===== src/rtl/core/ctb_pkg.sv =====
// Shared types and constants for the cassette tape bit encoder.
// Used by every module under rtl/core; depends on nothing.
`default_nettype none

package ctb_pkg;

  localparam int unsigned SAMPLE_RATE = 44100;
  localparam int unsigned LEADER_HZ   = 770;
  localparam int unsigned SYNC_HZ     = 2200;
  localparam int unsigned ONE_HZ      = 1000;
  localparam int unsigned ZERO_HZ     = 2000;
  localparam int unsigned END_HZ      = 200;

  localparam logic [15:0] LEADER_HALF = 16'(SAMPLE_RATE / (2 * LEADER_HZ));
  localparam logic [15:0] SYNC_HALF   = 16'(SAMPLE_RATE / (2 * SYNC_HZ));
  localparam logic [15:0] ONE_HALF    = 16'(SAMPLE_RATE / (2 * ONE_HZ));
  localparam logic [15:0] ZERO_HALF   = 16'(SAMPLE_RATE / (2 * ZERO_HZ));
  localparam logic [15:0] END_HALF    = 16'(SAMPLE_RATE / (2 * END_HZ));

  localparam logic [15:0] SILENCE_RESET = 16'd15000;
  localparam logic [7:0]  CHK_INIT      = 8'hFF;

  localparam logic [9:0] DRIFT_LIMIT = 10'd800;
  localparam logic [9:0] DRIFT_ONE   = 10'd2;
  localparam logic [9:0] DRIFT_ZERO  = 10'd1;

  localparam logic [7:0] VAL_HIGH    = 8'd1;
  localparam logic [7:0] VAL_LOW     = 8'd255;
  localparam logic [7:0] VAL_SILENCE = 8'd0;

  typedef enum logic [2:0] {
    FUNC_LEADER   = 3'd0,
    FUNC_SYNC     = 3'd1,
    FUNC_DATA     = 3'd2,
    FUNC_CHECKSUM = 3'd3,
    FUNC_END      = 3'd4,
    FUNC_SILENCE  = 3'd5
  } func_t;

  typedef enum logic [1:0] {
    KIND_PERIOD,
    KIND_BYTE,
    KIND_SILENCE
  } kind_t;

  typedef struct packed {
    logic [2:0] func;
    logic [7:0] data_byte;
  } in_item_t;

  typedef struct packed {
    logic [7:0]  sample_value;
    logic [15:0] run_length;
    logic        last_of_run;
  } out_item_t;

  // one queued job for the back end
  typedef struct packed {
    kind_t       kind;
    logic        clr_drift;
    logic        use_drift;
    logic [7:0]  byte_val;
    logic [15:0] len;
  } job_t;

  typedef struct packed {
    logic full;
    logic empty;
  } q_stat_t;

endpackage

`default_nettype wire


===== src/rtl/core/ctb_front.sv =====
// Front end: accepts items, keeps the running checksum and the silence
// register, and turns each item with a used func code into a job for the queue. Uses ctb_pkg.
`default_nettype none

module ctb_front (
  input  wire logic              clk,
  input  wire logic              rst_n,
  input  wire logic              in_valid,
  output logic                   in_stall,
  input  wire ctb_pkg::in_item_t in_data,
  input  wire logic              cfg_we,
  input  wire logic [15:0]       cfg_wdata,
  input  wire ctb_pkg::q_stat_t  q_stat,
  output logic                   q_push,
  output ctb_pkg::job_t          q_job
);

  logic [7:0]  chk_r, chk_nxt;
  logic [15:0] silence_r;
  logic        accept;

  assign in_stall = q_stat.full;
  assign accept   = in_valid && !q_stat.full;

  always_comb begin
    chk_nxt         = chk_r;
    q_push          = 1'b0;
    q_job.kind      = ctb_pkg::KIND_PERIOD;
    q_job.clr_drift = 1'b0;
    q_job.use_drift = 1'b0;
    q_job.byte_val  = in_data.data_byte;
    q_job.len       = ctb_pkg::SYNC_HALF;
    case (in_data.func)
      ctb_pkg::FUNC_LEADER: begin
        q_push          = accept;
        q_job.clr_drift = 1'b1;
        q_job.len       = ctb_pkg::LEADER_HALF;
        if (accept) chk_nxt = ctb_pkg::CHK_INIT;
      end
      ctb_pkg::FUNC_SYNC: begin
        q_push    = accept;
        q_job.len = ctb_pkg::SYNC_HALF;
      end
      ctb_pkg::FUNC_DATA: begin
        q_push          = accept;
        q_job.kind      = ctb_pkg::KIND_BYTE;
        q_job.use_drift = 1'b1;
        if (accept) chk_nxt = chk_r ^ in_data.data_byte;
      end
      ctb_pkg::FUNC_CHECKSUM: begin
        // private drift from zero never reaches an extra sample in 8 bits
        q_push         = accept;
        q_job.kind     = ctb_pkg::KIND_BYTE;
        q_job.byte_val = chk_r;
      end
      ctb_pkg::FUNC_END: begin
        q_push    = accept;
        q_job.len = ctb_pkg::END_HALF;
      end
      ctb_pkg::FUNC_SILENCE: begin
        q_push     = accept;
        q_job.kind = ctb_pkg::KIND_SILENCE;
        q_job.len  = silence_r;
      end
      default: begin
        // unused codes are taken and dropped
        q_push = 1'b0;
      end
    endcase
  end

  always_ff @(posedge clk) begin
    if (!rst_n) begin
      chk_r     <= ctb_pkg::CHK_INIT;
      silence_r <= ctb_pkg::SILENCE_RESET;
    end else begin
      chk_r <= chk_nxt;
      if (cfg_we) silence_r <= cfg_wdata;
    end
  end

endmodule

`default_nettype wire


===== src/rtl/core/ctb_queue.sv =====
// Small register FIFO of jobs between front and back end.
// Uses ctb_pkg for the job and status types.
`default_nettype none

module ctb_queue #(
  parameter int unsigned DEPTH = 2
) (
  input  wire logic             clk,
  input  wire logic             rst_n,
  input  wire logic             push,
  input  wire ctb_pkg::job_t    push_job,
  input  wire logic             pop,
  output ctb_pkg::job_t         head_job,
  output ctb_pkg::q_stat_t      stat
);

  localparam int unsigned AW = (DEPTH > 1) ? $clog2(DEPTH) : 1;
  localparam int unsigned CW = $clog2(DEPTH + 1);

  ctb_pkg::job_t mem_r [DEPTH];
  logic [AW-1:0] wr_ptr_r, wr_ptr_nxt;
  logic [AW-1:0] rd_ptr_r, rd_ptr_nxt;
  logic [CW-1:0] cnt_r, cnt_nxt;
  logic          do_push, do_pop;

  assign stat.full  = (cnt_r == CW'(DEPTH));
  assign stat.empty = (cnt_r == '0);
  assign head_job   = mem_r[rd_ptr_r];
  assign do_push    = push && !stat.full;
  assign do_pop     = pop && !stat.empty;

  always_comb begin
    wr_ptr_nxt = wr_ptr_r;
    rd_ptr_nxt = rd_ptr_r;
    cnt_nxt    = cnt_r;
    if (do_push) begin
      wr_ptr_nxt = (wr_ptr_r == AW'(DEPTH - 1)) ? '0 : wr_ptr_r + 1'b1;
    end
    if (do_pop) begin
      rd_ptr_nxt = (rd_ptr_r == AW'(DEPTH - 1)) ? '0 : rd_ptr_r + 1'b1;
    end
    if (do_push && !do_pop) begin
      cnt_nxt = cnt_r + 1'b1;
    end else if (do_pop && !do_push) begin
      cnt_nxt = cnt_r - 1'b1;
    end
  end

  always_ff @(posedge clk) begin
    if (!rst_n) begin
      wr_ptr_r <= '0;
      rd_ptr_r <= '0;
      cnt_r    <= '0;
    end else begin
      wr_ptr_r <= wr_ptr_nxt;
      rd_ptr_r <= rd_ptr_nxt;
      cnt_r    <= cnt_nxt;
    end
  end

  always_ff @(posedge clk) begin
    if (do_push) mem_r[wr_ptr_r] <= push_job;
  end

endmodule

`default_nettype wire


===== src/rtl/core/ctb_back.sv =====
// Back end: walks one job at a time, keeps the drift accumulator and
// emits one run per cycle into the output register while out_stall is low. Uses ctb_pkg.
`default_nettype none

module ctb_back (
  input  wire logic               clk,
  input  wire logic               rst_n,
  input  wire ctb_pkg::job_t      head_job,
  input  wire ctb_pkg::q_stat_t   q_stat,
  output logic                    q_pop,
  output logic                    out_valid,
  input  wire logic               out_stall,
  output ctb_pkg::out_item_t      out_data
);

  logic               act_r, act_nxt;
  ctb_pkg::job_t      job_r, job_nxt;
  logic               phase_r, phase_nxt;   // 0 high half, 1 low half
  logic [2:0]         bit_r, bit_nxt;
  logic [15:0]        half_r, half_nxt;
  logic [9:0]         drift_r, drift_nxt;
  logic               out_valid_r, out_valid_nxt;
  ctb_pkg::out_item_t out_r, out_nxt;

  logic               can_emit, emit, done;
  logic               cur_bit;
  logic [9:0]         drift_sum;
  logic               extra;
  logic [15:0]        bit_half;
  ctb_pkg::out_item_t res;

  assign can_emit = !out_valid_r || !out_stall;
  assign emit     = act_r && can_emit;
  assign done     = emit && res.last_of_run;
  assign q_pop    = !q_stat.empty && (!act_r || done);

  assign cur_bit   = job_r.byte_val[7];
  assign drift_sum = drift_r + (cur_bit ? ctb_pkg::DRIFT_ONE : ctb_pkg::DRIFT_ZERO);
  assign extra     = job_r.use_drift && (drift_sum > ctb_pkg::DRIFT_LIMIT);
  assign bit_half  = (cur_bit ? ctb_pkg::ONE_HALF : ctb_pkg::ZERO_HALF) + 16'(extra);

  always_comb begin
    res.sample_value = ctb_pkg::VAL_SILENCE;
    res.run_length   = job_r.len;
    res.last_of_run  = 1'b1;
    case (job_r.kind)
      ctb_pkg::KIND_PERIOD: begin
        res.sample_value = phase_r ? ctb_pkg::VAL_LOW : ctb_pkg::VAL_HIGH;
        res.last_of_run  = phase_r;
      end
      ctb_pkg::KIND_BYTE: begin
        res.sample_value = phase_r ? ctb_pkg::VAL_LOW : ctb_pkg::VAL_HIGH;
        res.run_length   = phase_r ? half_r : bit_half;
        res.last_of_run  = phase_r && (bit_r == 3'd7);
      end
      default: begin
        res.sample_value = ctb_pkg::VAL_SILENCE;
      end
    endcase
  end

  always_comb begin
    act_nxt       = act_r;
    job_nxt       = job_r;
    phase_nxt     = phase_r;
    bit_nxt       = bit_r;
    half_nxt      = half_r;
    drift_nxt     = drift_r;
    out_valid_nxt = out_valid_r;
    out_nxt       = out_r;

    if (can_emit) begin
      out_valid_nxt = emit;
      if (emit) out_nxt = res;
    end

    if (emit && !done) begin
      phase_nxt = !phase_r;
      if (job_r.kind == ctb_pkg::KIND_BYTE) begin
        if (!phase_r) begin
          half_nxt = bit_half;
          if (job_r.use_drift) begin
            drift_nxt = extra ? (drift_sum - ctb_pkg::DRIFT_LIMIT) : drift_sum;
          end
        end else begin
          bit_nxt          = bit_r + 1'b1;
          job_nxt.byte_val = {job_r.byte_val[6:0], 1'b0};
        end
      end
    end

    if (q_pop) begin
      act_nxt   = 1'b1;
      job_nxt   = head_job;
      phase_nxt = 1'b0;
      bit_nxt   = '0;
      if (head_job.clr_drift) drift_nxt = '0;
    end else if (done) begin
      act_nxt = 1'b0;
    end
  end

  always_ff @(posedge clk) begin
    if (!rst_n) begin
      act_r       <= 1'b0;
      phase_r     <= 1'b0;
      bit_r       <= '0;
      drift_r     <= '0;
      out_valid_r <= 1'b0;
    end else begin
      act_r       <= act_nxt;
      phase_r     <= phase_nxt;
      bit_r       <= bit_nxt;
      drift_r     <= drift_nxt;
      out_valid_r <= out_valid_nxt;
    end
  end

  always_ff @(posedge clk) begin
    job_r  <= job_nxt;
    half_r <= half_nxt;
    out_r  <= out_nxt;
  end

  assign out_valid = out_valid_r;
  assign out_data  = out_r;

endmodule

`default_nettype wire


===== src/rtl/core/cassette_tape_bit_encoder.sv =====
// Top level of the cassette tape bit encoder: front end, job queue, back end.
// Depends on ctb_pkg, ctb_front, ctb_queue and ctb_back.
`default_nettype none

// Turns framing items (leader, sync, data byte, checksum, end tone, silence)
// into square-wave runs at 44.1 kHz, one (sample_value, run_length) item per
// run. The output register delivers one run per clock while out_stall is low.
// A data or checksum item yields 16 runs, a leader/sync/end item 2 runs and a
// silence item 1 run. Items with an unused func code are taken and produce
// nothing. A queue of QUEUE_DEPTH jobs sits between input and output, so the
// input keeps taking items while runs are still streaming out, until the queue
// is full. An accepted item passes through the queue, the back end's job
// register and the output register before its first run appears.
module cassette_tape_bit_encoder #(
  parameter int unsigned QUEUE_DEPTH = 2
) (
  input  wire logic                clk,
  input  wire logic                rst_n,
  input  wire logic                in_valid,
  output logic                     in_stall,
  input  wire ctb_pkg::in_item_t   in_data,
  output logic                     out_valid,
  input  wire logic                out_stall,
  output ctb_pkg::out_item_t       out_data,
  input  wire logic                cfg_we,
  input  wire logic [15:0]         cfg_wdata
);

  logic             q_push, q_pop;
  ctb_pkg::job_t    push_job, head_job;
  ctb_pkg::q_stat_t q_stat;

  ctb_front u_front (
    .clk       (clk),
    .rst_n     (rst_n),
    .in_valid  (in_valid),
    .in_stall  (in_stall),
    .in_data   (in_data),
    .cfg_we    (cfg_we),
    .cfg_wdata (cfg_wdata),
    .q_stat    (q_stat),
    .q_push    (q_push),
    .q_job     (push_job)
  );

  ctb_queue #(
    .DEPTH (QUEUE_DEPTH)
  ) u_queue (
    .clk      (clk),
    .rst_n    (rst_n),
    .push     (q_push),
    .push_job (push_job),
    .pop      (q_pop),
    .head_job (head_job),
    .stat     (q_stat)
  );

  ctb_back u_back (
    .clk       (clk),
    .rst_n     (rst_n),
    .head_job  (head_job),
    .q_stat    (q_stat),
    .q_pop     (q_pop),
    .out_valid (out_valid),
    .out_stall (out_stall),
    .out_data  (out_data)
  );

endmodule

`default_nettype wire


===== config.mk =====
export PLATFORM = sky130hd
export DESIGN_NAME = cassette_tape_bit_encoder
export DESIGN_NICKNAME = d
export VERILOG_FILES = /design/src/rtl/core/ctb_pkg.sv /design/src/rtl/core/ctb_front.sv /design/src/rtl/core/ctb_queue.sv /design/src/rtl/core/ctb_back.sv /design/src/rtl/core/cassette_tape_bit_encoder.sv
export SDC_FILE = /design/constraint.sdc
export NUM_CORES = 1
export LEC_CHECK = 0
export ABC_AREA = 1
export BUFFER_PORTS_ARGS = -buffer_cell sky130_fd_sc_hd__buf_4
export CAP_MARGIN = 10
export CORE_AREA = 2 2 109 111
export DETAILED_ROUTE_END_ITERATION = 6
export DIE_AREA = 0 0 111 113
export PLACE_DENSITY = 0.8
export SYNTH_ARGS = -nofsm -noshare
export SYNTH_HDL_FRONTEND = slang
export SYNTH_SLANG_ARGS = --single-unit

===== constraint.sdc =====
create_clock -name clk -period 5.6 [get_ports clk]
set_input_delay 0.84 -clock clk [delete_from_list [all_inputs] [get_ports clk]]
set_output_delay 0.84 -clock clk [all_outputs]
set_load 0.02 [all_outputs]

==> qor.csv, run 1 <==
metric;value;unit
grt_pass1_vias;4581;
cts_root_buf;clkbuf_16;
slew_violations;0;
clockPowerShare;0.296;
holdWs;0.459;ns
max_freq;327;MHz
insertedDiodeCount;0;
rsz0062_at_grt;false;
grt.overflow.total;0;
firstDrtPassIters;5;
antenna_found_initial;0;
synth_fp_nets;688;
gp_congestion;0.815;
critPathSlowestCell;fa_1;
ant_nets;0;
core_area;11300;um2
clock_latency;0.42;ns
vias;4542;
globalRouteTotalUtil;0.214;
htreeDepth;4;
cts_hold_buf;0;
clockBufferDepth;2;
setup_tns;0;ns
leakage;3.30;nW
hpwlAfterDp;8330;um
dpl.cell_count;830;
die_x;111;um
rows;39;
min_period;3.06;ns
hold_path.class;reg2reg;
synth_top_area_frac;0.526;
setup_slack;2.54;ns
status;completed;
die_h;113;um
final_cell_mix;nand2_1 (169), edfxtp_1 (118), buf_4 (64);
worstMarginPinSlew;0.842;ns
netlist_instances;647;
required;5.77;ns
drc;0;
synth_area;6740;um2
final_common_cell;nand2_1;
ys.flop_type;edfxtp_1;
ioPinCount;59;
synth_top_area_cell;edfxtp_1;
path_cells;inv_1 > ha_1 > inv_1 > fa_1 > inv_2 > nand3_1 > o21ai_0 > nand2_1 > nor2_2 > nand2_2 > nand2_4 > ha_1 > o21ai_0 > mux2_2;
routed_wl;12600;um
cts_setup_buffers;0;
reg2reg_from;u_back.cur_bit;
total_power;3.92;mW
portBuffers;58;
cp_max_fo;8;
grt_start_max_net_pins;30;
grt_pass1_wl;21300;um
peakVddDrop;0.000313;V
synth_edf_count;118;
synth_async_sr_flop_share;0;
ys_types;38;
critPathLaunch;u_back.cur_bit;
final_net_count;747;
finalCritPeriodShare;0.546;
syn_to_final_growth;17.0;%
share_comb_of_total_power;0.245;
dp_slack;2.57;ns
synthTopCellsByArea;edfxtp_1 (53%), dfxtp_1 (13%), nand2_1 (9.4%), a21oi_1 (3.4%), nor2_1 (3.3%);
ys_seq_area_frac;0.660;
setup_viol_count_final;0;
avgRoutedWirePerCell;14.6;um
yosysWarnings;0;
p_int;2.67;mW
cts.sinks;163;
hold_viol_final;0;
die-area;12500;um2
cts_resized;0;
finalNonFillerCells;862;
cts_tree;done;
min_from;u_queue.rd_ptr_r;
drt_iter0_drc;225;
finClkSkew;0.00887;ns
end_kind;flop;
avgSynthCellArea;10.4;um2
initial_core_util;0.598;
arrival;3.23;ns
p_seq_frac;0.460;
relSlewSlack;0.438;
startpoint_type;flop;
power.share.switching;0.319;
powerDensity;497;nW/um2
switchingPower;1.25;mW
avgViaCountPerCell;5.27;
ys_seq_elements;163;
maxCapViolCount;0;
path_class;reg2reg;
cpPeakStageDelay;0.45;ns
cts_buffers;17;
drive_above_1_share;0.182;
clk_pin_slew;0.06;ns
[metal layers]
metal / vias up / GRT usage / part of all wire
met4: 0 / 0.0758 / 0.011
li1: 2277 / - / -
met1: 2129 / 0.284 / 0.45
met2: 124 / 0.354 / 0.48
met5: - / 0 / 0
met3: 12 / 0.0455 / 0.052
[synth_stat cells (3+ instances only)]
cell        n
nand2_1   169
edfxtp_1  118
nor2_1     59
inv_1      56
a21oi_1    46
dfxtp_1    45
o21ai_0    40
nand3_1    21
clkbuf_1   13
nand2_2     9
a31oi_1     8
ha_1        8
buf_4       7
mux2_2      7
xor2_1      5
inv_2       4
clkinv_1    3
nor2_2      3
[power by group through the flow]
stage	sequential, mW	combinational [mW]	clock (mW)
finish	1.80	0.958	1.16
global route	1.83	1.07	1.22
CTS	1.80	0.961	1.17
detailed placement	1.82	0.947	0
global placement	1.81	0.910	0
floorplan	1.86	0.590	0
[critical path, delay by kind of cell (launching register included)]
| family | cells | cell delay (ns) |
|---|---|---|
| buffers and inverters | 3 | 0.38 |
| and+or+nand+nor | 5 | 0.58 |
| muxes | 1 | 0.31 |
| DFF | 1 | 0.43 |
| AOI/OAI and AO/OA | 2 | 0.26 |
| adders and majority gates | 3 | 0.84 |
[path summary, 6_finish.rpt]
kind	endpoint	slack, ns	cells after the start
max	u_back.out_data[3]	2.54	14
min	flop	0.46	1
max reg2reg	u_back.out_data[3]	2.54	14
min reg2reg	flop	0.46	1
[through the flow]
stage | instance area [um2] | util
2_1_floorplan | 6740 | -
3_3_place_gp | 7280 | 0.646
3_5_place_dp | 7280 | 0.646
4_1_cts | 7880 | 0.699
5_1_grt | 7880 | 0.699
6_report | 7880 | 0.699
[area by class of cell]
cell class	instances	area, um2
Multi-Input combinational cell	397	1940
Sequential cell	163	4440
Clock inverter	13	138
Tap cell	143	179
Timing Repair Buffer	64	480
Clock buffer	19	464
Inverter	63	236
Fill cell	802	3390
[flip-flops by register name, indices dropped and copies added, names as in the netlist, 2 cells and up, named ones only]
name,count
u_front.chk_r,8
u_queue.mem_r,56
u_back.half_r,16
u_back.drift_r,10
u_back.bit_r,3
u_queue.cnt_r,2
u_back.job_r,26
u_back.out_data,19
u_front.silence_r,16
[cell families after synthesis]
logic type               after synthesis  share of synthesized area
adder cells (fa/ha/maj)                9                     0.0178
flip-flops                           163                      0.660
AND/OR/NAND/NOR                      274                      0.168
XOR/XNOR                               5                    0.00650
buffers and inverters                 87                     0.0527
AO/OA/AOI/OAI                        102                     0.0830
multiplexers                           7                     0.0117
No activity file was read; power rests on OpenSTA's default activity.
==> run 2: changes to the inputs <==
--- a/config.mk
+++ b/config.mk
@@ -8,10 +8,10 @@
 export ABC_AREA = 1
 export BUFFER_PORTS_ARGS = -buffer_cell sky130_fd_sc_hd__buf_4
 export CAP_MARGIN = 10
-export CORE_AREA = 2 2 109 111
+export CORE_AREA = 2 2 110 112
 export DETAILED_ROUTE_END_ITERATION = 6
-export DIE_AREA = 0 0 111 113
-export PLACE_DENSITY = 0.8
+export DIE_AREA = 0 0 112 114
+export PLACE_DENSITY = 0.78
 export SYNTH_ARGS = -nofsm -noshare
 export SYNTH_HDL_FRONTEND = slang
 export SYNTH_SLANG_ARGS = --single-unit
==> constraint.sdc (replaced) <==
create_clock -name clk -period 2.9 [get_ports clk]
set_input_delay 0.435 -clock clk [delete_from_list [all_inputs] [get_ports clk]]
set_output_delay 0.435 -clock clk [all_outputs]
set_load 0.02 [all_outputs]
==> run 2 against run 1 <==
Register-to-register slack lost 2.4 ns. Hold slack worse by 0.24 ns. Combinational power up 98%. Maximum frequency up 12%. Cell count is 1.0% higher. Critical path depth unchanged. Design area up 0.49%. Non-clock buffer count up 5. Highest routed layer unchanged.
==> qor.csv, run 2 (synthesis results as in run 1) <==
metric;value;unit
status;completed;
end_kind;flop;
finClkSkew;0.00756;ns
nFillCells;913;
routed_wl;12200;um
initial_core_util;0.575;
dp_slack;0.112;ns
antenna_found_initial;0;
final_net_count;752;
max_freq;367;MHz
peakVddDrop;0.000684;V
cts.sinks;163;
hold_path.class;in2reg;
setup_tns;0;ns
rrSetupSlack;0.17;ns
path_class;reg2reg;
clock_latency;0.43;ns
crit_buf_inv;3;
globalRouteTotalUtil;0.204;
setup_slack;0.173;ns
cpLargestDelayFamily;adder cells;
worstMarginPinSlew;0.762;ns
critPathSlowestCell;edfxtp_1;
rsz0062_at_grt;false;
ant_nets;0;
busiest_layer;met2;
largest_reg_flops;56;
leakage;3.31;nW
cts_hold_buf;0;
reg2reg_from;u_back.cur_bit;
setup_viol_count_final;0;
clockBufferDepth;2;
vias;4495;
drive_above_1_share;0.186;
r2r_cells;14;
ioPinCount;59;
slew_violations;0;
grtUsageMet3;0.0654;
grt_pass1_vias;4299;
final_common_cell;nand2_1;
grt_pass1_wl;20300;um
clk_pin_slew;0.06;ns
grt_start_max_net_pins;29;
syn_to_final_growth;17.6;%
drt_iter0_drc;251;
final_cell_mix;nand2_1 (169), edfxtp_1 (118), buf_4 (68);
die_h;114;um
whs_path_depth;3;
arrival;2.91;ns
gp_congestion;0.839;
required;3.08;ns
relSlewSlack;0.490;
cts_tree;done;
cts_setup_buffers;0;
rows;40;
startpoint_type;flop;
portBuffers;58;
cts_buffers;17;
grt_use_met2;0.314;
powerDensity;953;nW/um2
firstDrtPassIters;7;
grt.overflow.total;0;
min_from;cfg_wdata[3];
hold_viol_final;0;
drc;0;
holdPathEnd;u_front.silence_r[3];
die-area;12800;um2
path_cells;inv_1 > ha_1 > inv_1 > fa_2 > inv_2 > nand3_1 > o21ai_0 > nand2_1 > nor2_2 > nand2_2 > nand2_4 > ha_1 > o21ai_0 > mux2_2;
core_area;11700;um2
min_period;2.73;ns
cts_root_buf;clkbuf_16;
top_register;u_queue.mem_r;
hpwlAfterDp;8390;um
cp_max_fo;8;
maxCapViolCount;0;
fin_util;0.676;
cpPeakStageDelay;0.43;ns
avgRoutedWirePerCell;14.0;um
reg2reg_to;u_back.out_data[3];
finalCritPeriodShare;0.940;
htreeDepth;4;
insertedDiodeCount;0;
grt_util_met1;0.272;
die_x;112;um
avgViaCountPerCell;5.16;
-- run 2: cell types whose count changed in the layout (fill, tap and decap cells not counted), sizes merged --
cell,delta
buf,+5
bufinv,+1
clkbuf,-2
clkinv,+2
clkinvlp,+3
inv,-4
-- run 2: repair_timing --
action | 4_1_cts | 5_1_grt
endpoints found under the setup margin | 0 | 3
hold endpoints to repair | 0 | 0
resized for setup | 0 | 1
-- run 2: worst max-delay path by stage --
stage | startpoint | end | depth (start not counted)
2_1_floorplan | u_back.cur_bit | u_back.out_data[3] | 14
4_1_cts | u_back.cur_bit | u_back.out_data[1] | 15
3_3_place_gp | u_back.cur_bit | u_back.out_data[1] | 15
3_5_place_dp | u_back.cur_bit | u_back.out_data[3] | 14
5_1_grt | u_back.cur_bit | u_back.out_data[1] | 15
6_report | u_back.cur_bit | u_back.out_data[3] | 14
-- run 2: routing by layer --
layer | vias up | wire length (um)
met5 | - | 0
met4 | 0 | 215
met3 | 19 | 588
met2 | 106 | 5730
met1 | 2081 | 5660
li1 | 2289 | -
-- run 2: final cells by class --
type	count	area (um2)	share of cell area
sequential	163	4440	0.561
timing repair buffer	69	531	0.0670
inverter	63	236	0.0298
tap	147	184	0.0232
clock buffer	17	425	0.0537
clock inverter	15	158	0.0199
multi-input combinational	397	1940	0.245
-- run 2: power by group --
| part | total (mW) | leakage, nW | switching, mW | internal [mW] |
|---|---|---|---|---|
| Combinational | 1.90 | 1.55 | 1.25 | 0.649 |
| Sequential | 3.45 | 1.47 | 0.202 | 3.25 |
| Clock | 2.19 | 0.278 | 0.921 | 1.27 |
| Total | 7.55 | 3.31 | 2.37 | 5.17 |
-- run 2: worst register-to-register path, stage by stage (launching register included) --
cell and delay (ns):
edfxtp_1 0.43, inv_1 0.11, ha_1 0.17, inv_1 0.06
fa_2 0.38, inv_2 0.09, nand3_1 0.12, o21ai_0 0.17
nand2_1 0.12, nor2_2 0.13, nand2_2 0.08, nand2_4 0.11
ha_1 0.14, o21ai_0 0.08, mux2_2 0.28
-- run 2: stage by stage --
stage	instances	hold slack (ns)	power, mW	cell area [um2]
2_1_floorplan	647	0.421	4.72	6740
3_3_place_gp	839	0.436	5.31	7340
3_5_place_dp	839	0.444	5.40	7340
4_1_cts	871	0.206	7.59	7920
5_1_grt	871	0.226	7.96	7920
6_report	871	0.215	7.55	7920
==> run 3: changes to the inputs <==
--- a/config.mk
+++ b/config.mk
@@ -11,6 +11,7 @@
 export CORE_AREA = 2 2 110 112
 export DETAILED_ROUTE_END_ITERATION = 6
 export DIE_AREA = 0 0 112 114
+export GPL_TIMING_DRIVEN = 0
 export PLACE_DENSITY = 0.78
 export SYNTH_ARGS = -nofsm -noshare
 export SYNTH_HDL_FRONTEND = slang
==> run 3 against run 2 <==
Non-clock buffer count up 19. Flip-flop and latch count unchanged. Clock skew increased by 0.013 ns. Setup slack lost 0.015 ns. Register-to-register slack about the same. Maximum frequency is 0.53% lower. Critical path depth is the same. Critical path type unchanged.
==> qor.csv, run 3 (synthesis results as in run 1) <==
metric;value;unit
status;completed;
clockBufferDepth;2;
vias;4539;
globalRouteTotalUtil;0.210;
cts_hold_buf;0;
finalCritPeriodShare;0.945;
drive_above_1_share;0.188;
relSlewSlack;0.496;
final_net_count;771;
cts_tree;done;
ant_nets;0;
cp_max_fo;4;
routed_wl;12700;um
cts.sinks;163;
htreeDepth;4;
antenna_found_initial;0;
required;3.03;ns
hpwlAfterDp;8830;um
powerDensity;938;nW/um2
max_freq;365;MHz
gp_congestion;0.848;
ioPinCount;59;
drc;0;
leakage;3.34;nW
die-area;12800;um2
initial_core_util;0.575;
dp_slack;-0.204;ns
grt_start_max_net_pins;29;
clock_latency;0.43;ns
finalNonFillerCells;890;
rows;40;
hold_viol_final;0;
setup_slack;0.158;ns
grt_pass1_wl;21000;um
core_area;11700;um2
maxCapViolCount;0;
path_class;reg2reg;
largest_reg_flops;56;
worstMarginPinSlew;0.755;ns
startpoint_type;flop;
setup_viol_count_final;0;
grt_pass1_vias;4431;
cts_buffers;17;
total_power;7.55;mW
avgRoutedWirePerCell;14.2;um
drt_iter0_drc;252;
clk_pin_slew;0.06;ns
hold_path.class;in2reg;
die_x;112;um
insertedDiodeCount;0;
finClkSkew;0.0203;ns
end_kind;flop;
final_common_cell;nand2_1;
portBuffers;57;
die_h;114;um
slew_violations;0;
fin_util;0.687;
final_cell_area;8040;um2
arrival;2.87;ns
grt.overflow.total;0;
dpl.cell_count;854;
avgViaCountPerCell;5.10;
syn_to_final_growth;19.4;%
cts_root_buf;clkbuf_16;
dpl_cell_area;7420;um2
firstDrtPassIters;4;
peakVddDrop;0.000715;V
final_cell_mix;nand2_1 (169), edfxtp_1 (118), buf_4 (68);
min_period;2.74;ns
top_register;u_queue.mem_r;
==> run 3: changes by cell type in the layout (fill, tap and decap cells not counted), moves of 2 or more <==
cell / delta
buf_2: +2
buf_16: +2
clkbuf_8: +4
buf_1: +2
clkbuf_1: +17
inv_8: -2
clkinv_4: -3
==> run 3: power breakdown <==
part | internal (mW) | switching, mW
combinational | 0.678 | 1.30
sequential | 3.25 | 0.195
clock | 1.27 | 0.843
==> run 3: metrics by stage <==
stage	hold WS, ns	TNS [ns]
6_report	0.224	0
5_1_grt	0.234	-0.0470
4_1_cts	0.227	0
3_5_place_dp	0.440	-0.678
3_3_place_gp	0.434	-5.45
2_1_floorplan	0.421	0
==> run 3: worst paths after layout <==
kind / from / end / slack [ns] / cells past startpoint
max reg2reg: u_back.cur_bit / u_back.out_data[1] / 0.16 / 14
min: cfg_wdata[11] / u_front.silence_r[11] / 0.22 / 3
max: u_back.cur_bit / u_back.out_data[1] / 0.16 / 14
min reg2reg: u_front.silence_r[15] / u_front.silence_r[15] / 0.46 / 2
==> run 3: cell type report <==
class	instances	area [um2]
Multi-Input combinational cell	397	1970
Tap cell	147	184
Sequential cell	163	4440
Clock buffer	25	495
Fill cell	861	3670
Clock inverter	7	71.3
Inverter	63	236
Timing Repair Buffer	64	524
Buffer	24	119
==> run 3: critical path, cell delays in order (launching register included) <==
cell and delay [ns]:
edfxtp_1 0.45, inv_2 0.12, ha_4 0.15, inv_1 0.05, fa_2 0.54, nand2_1 0.08
nor3b_2 0.20, nand3_1 0.12, nand2_1 0.09, nand2_2 0.07, nand2_4 0.08, inv_2 0.05
ha_1 0.26, nand2_1 0.09, a31oi_1 0.10
==> run 3: routing by layer <==
metal | vias up | GRT usage | share of wire
met4 | 0 | 0.0894 | 0.015
met2 | 94 | 0.348 | 0.49
met3 | 15 | 0.0430 | 0.036
li1 | 2328 | - | -
met1 | 2102 | 0.271 | 0.46
met5 | - | 0 | 0
==> run 3: what timing repair did <==
item / in CTS / in global routing
resized for setup: 2 / 5
pin swaps: 0 / 3
setup endpoints to repair: 5 / 4
setup buffers: 2 / 2
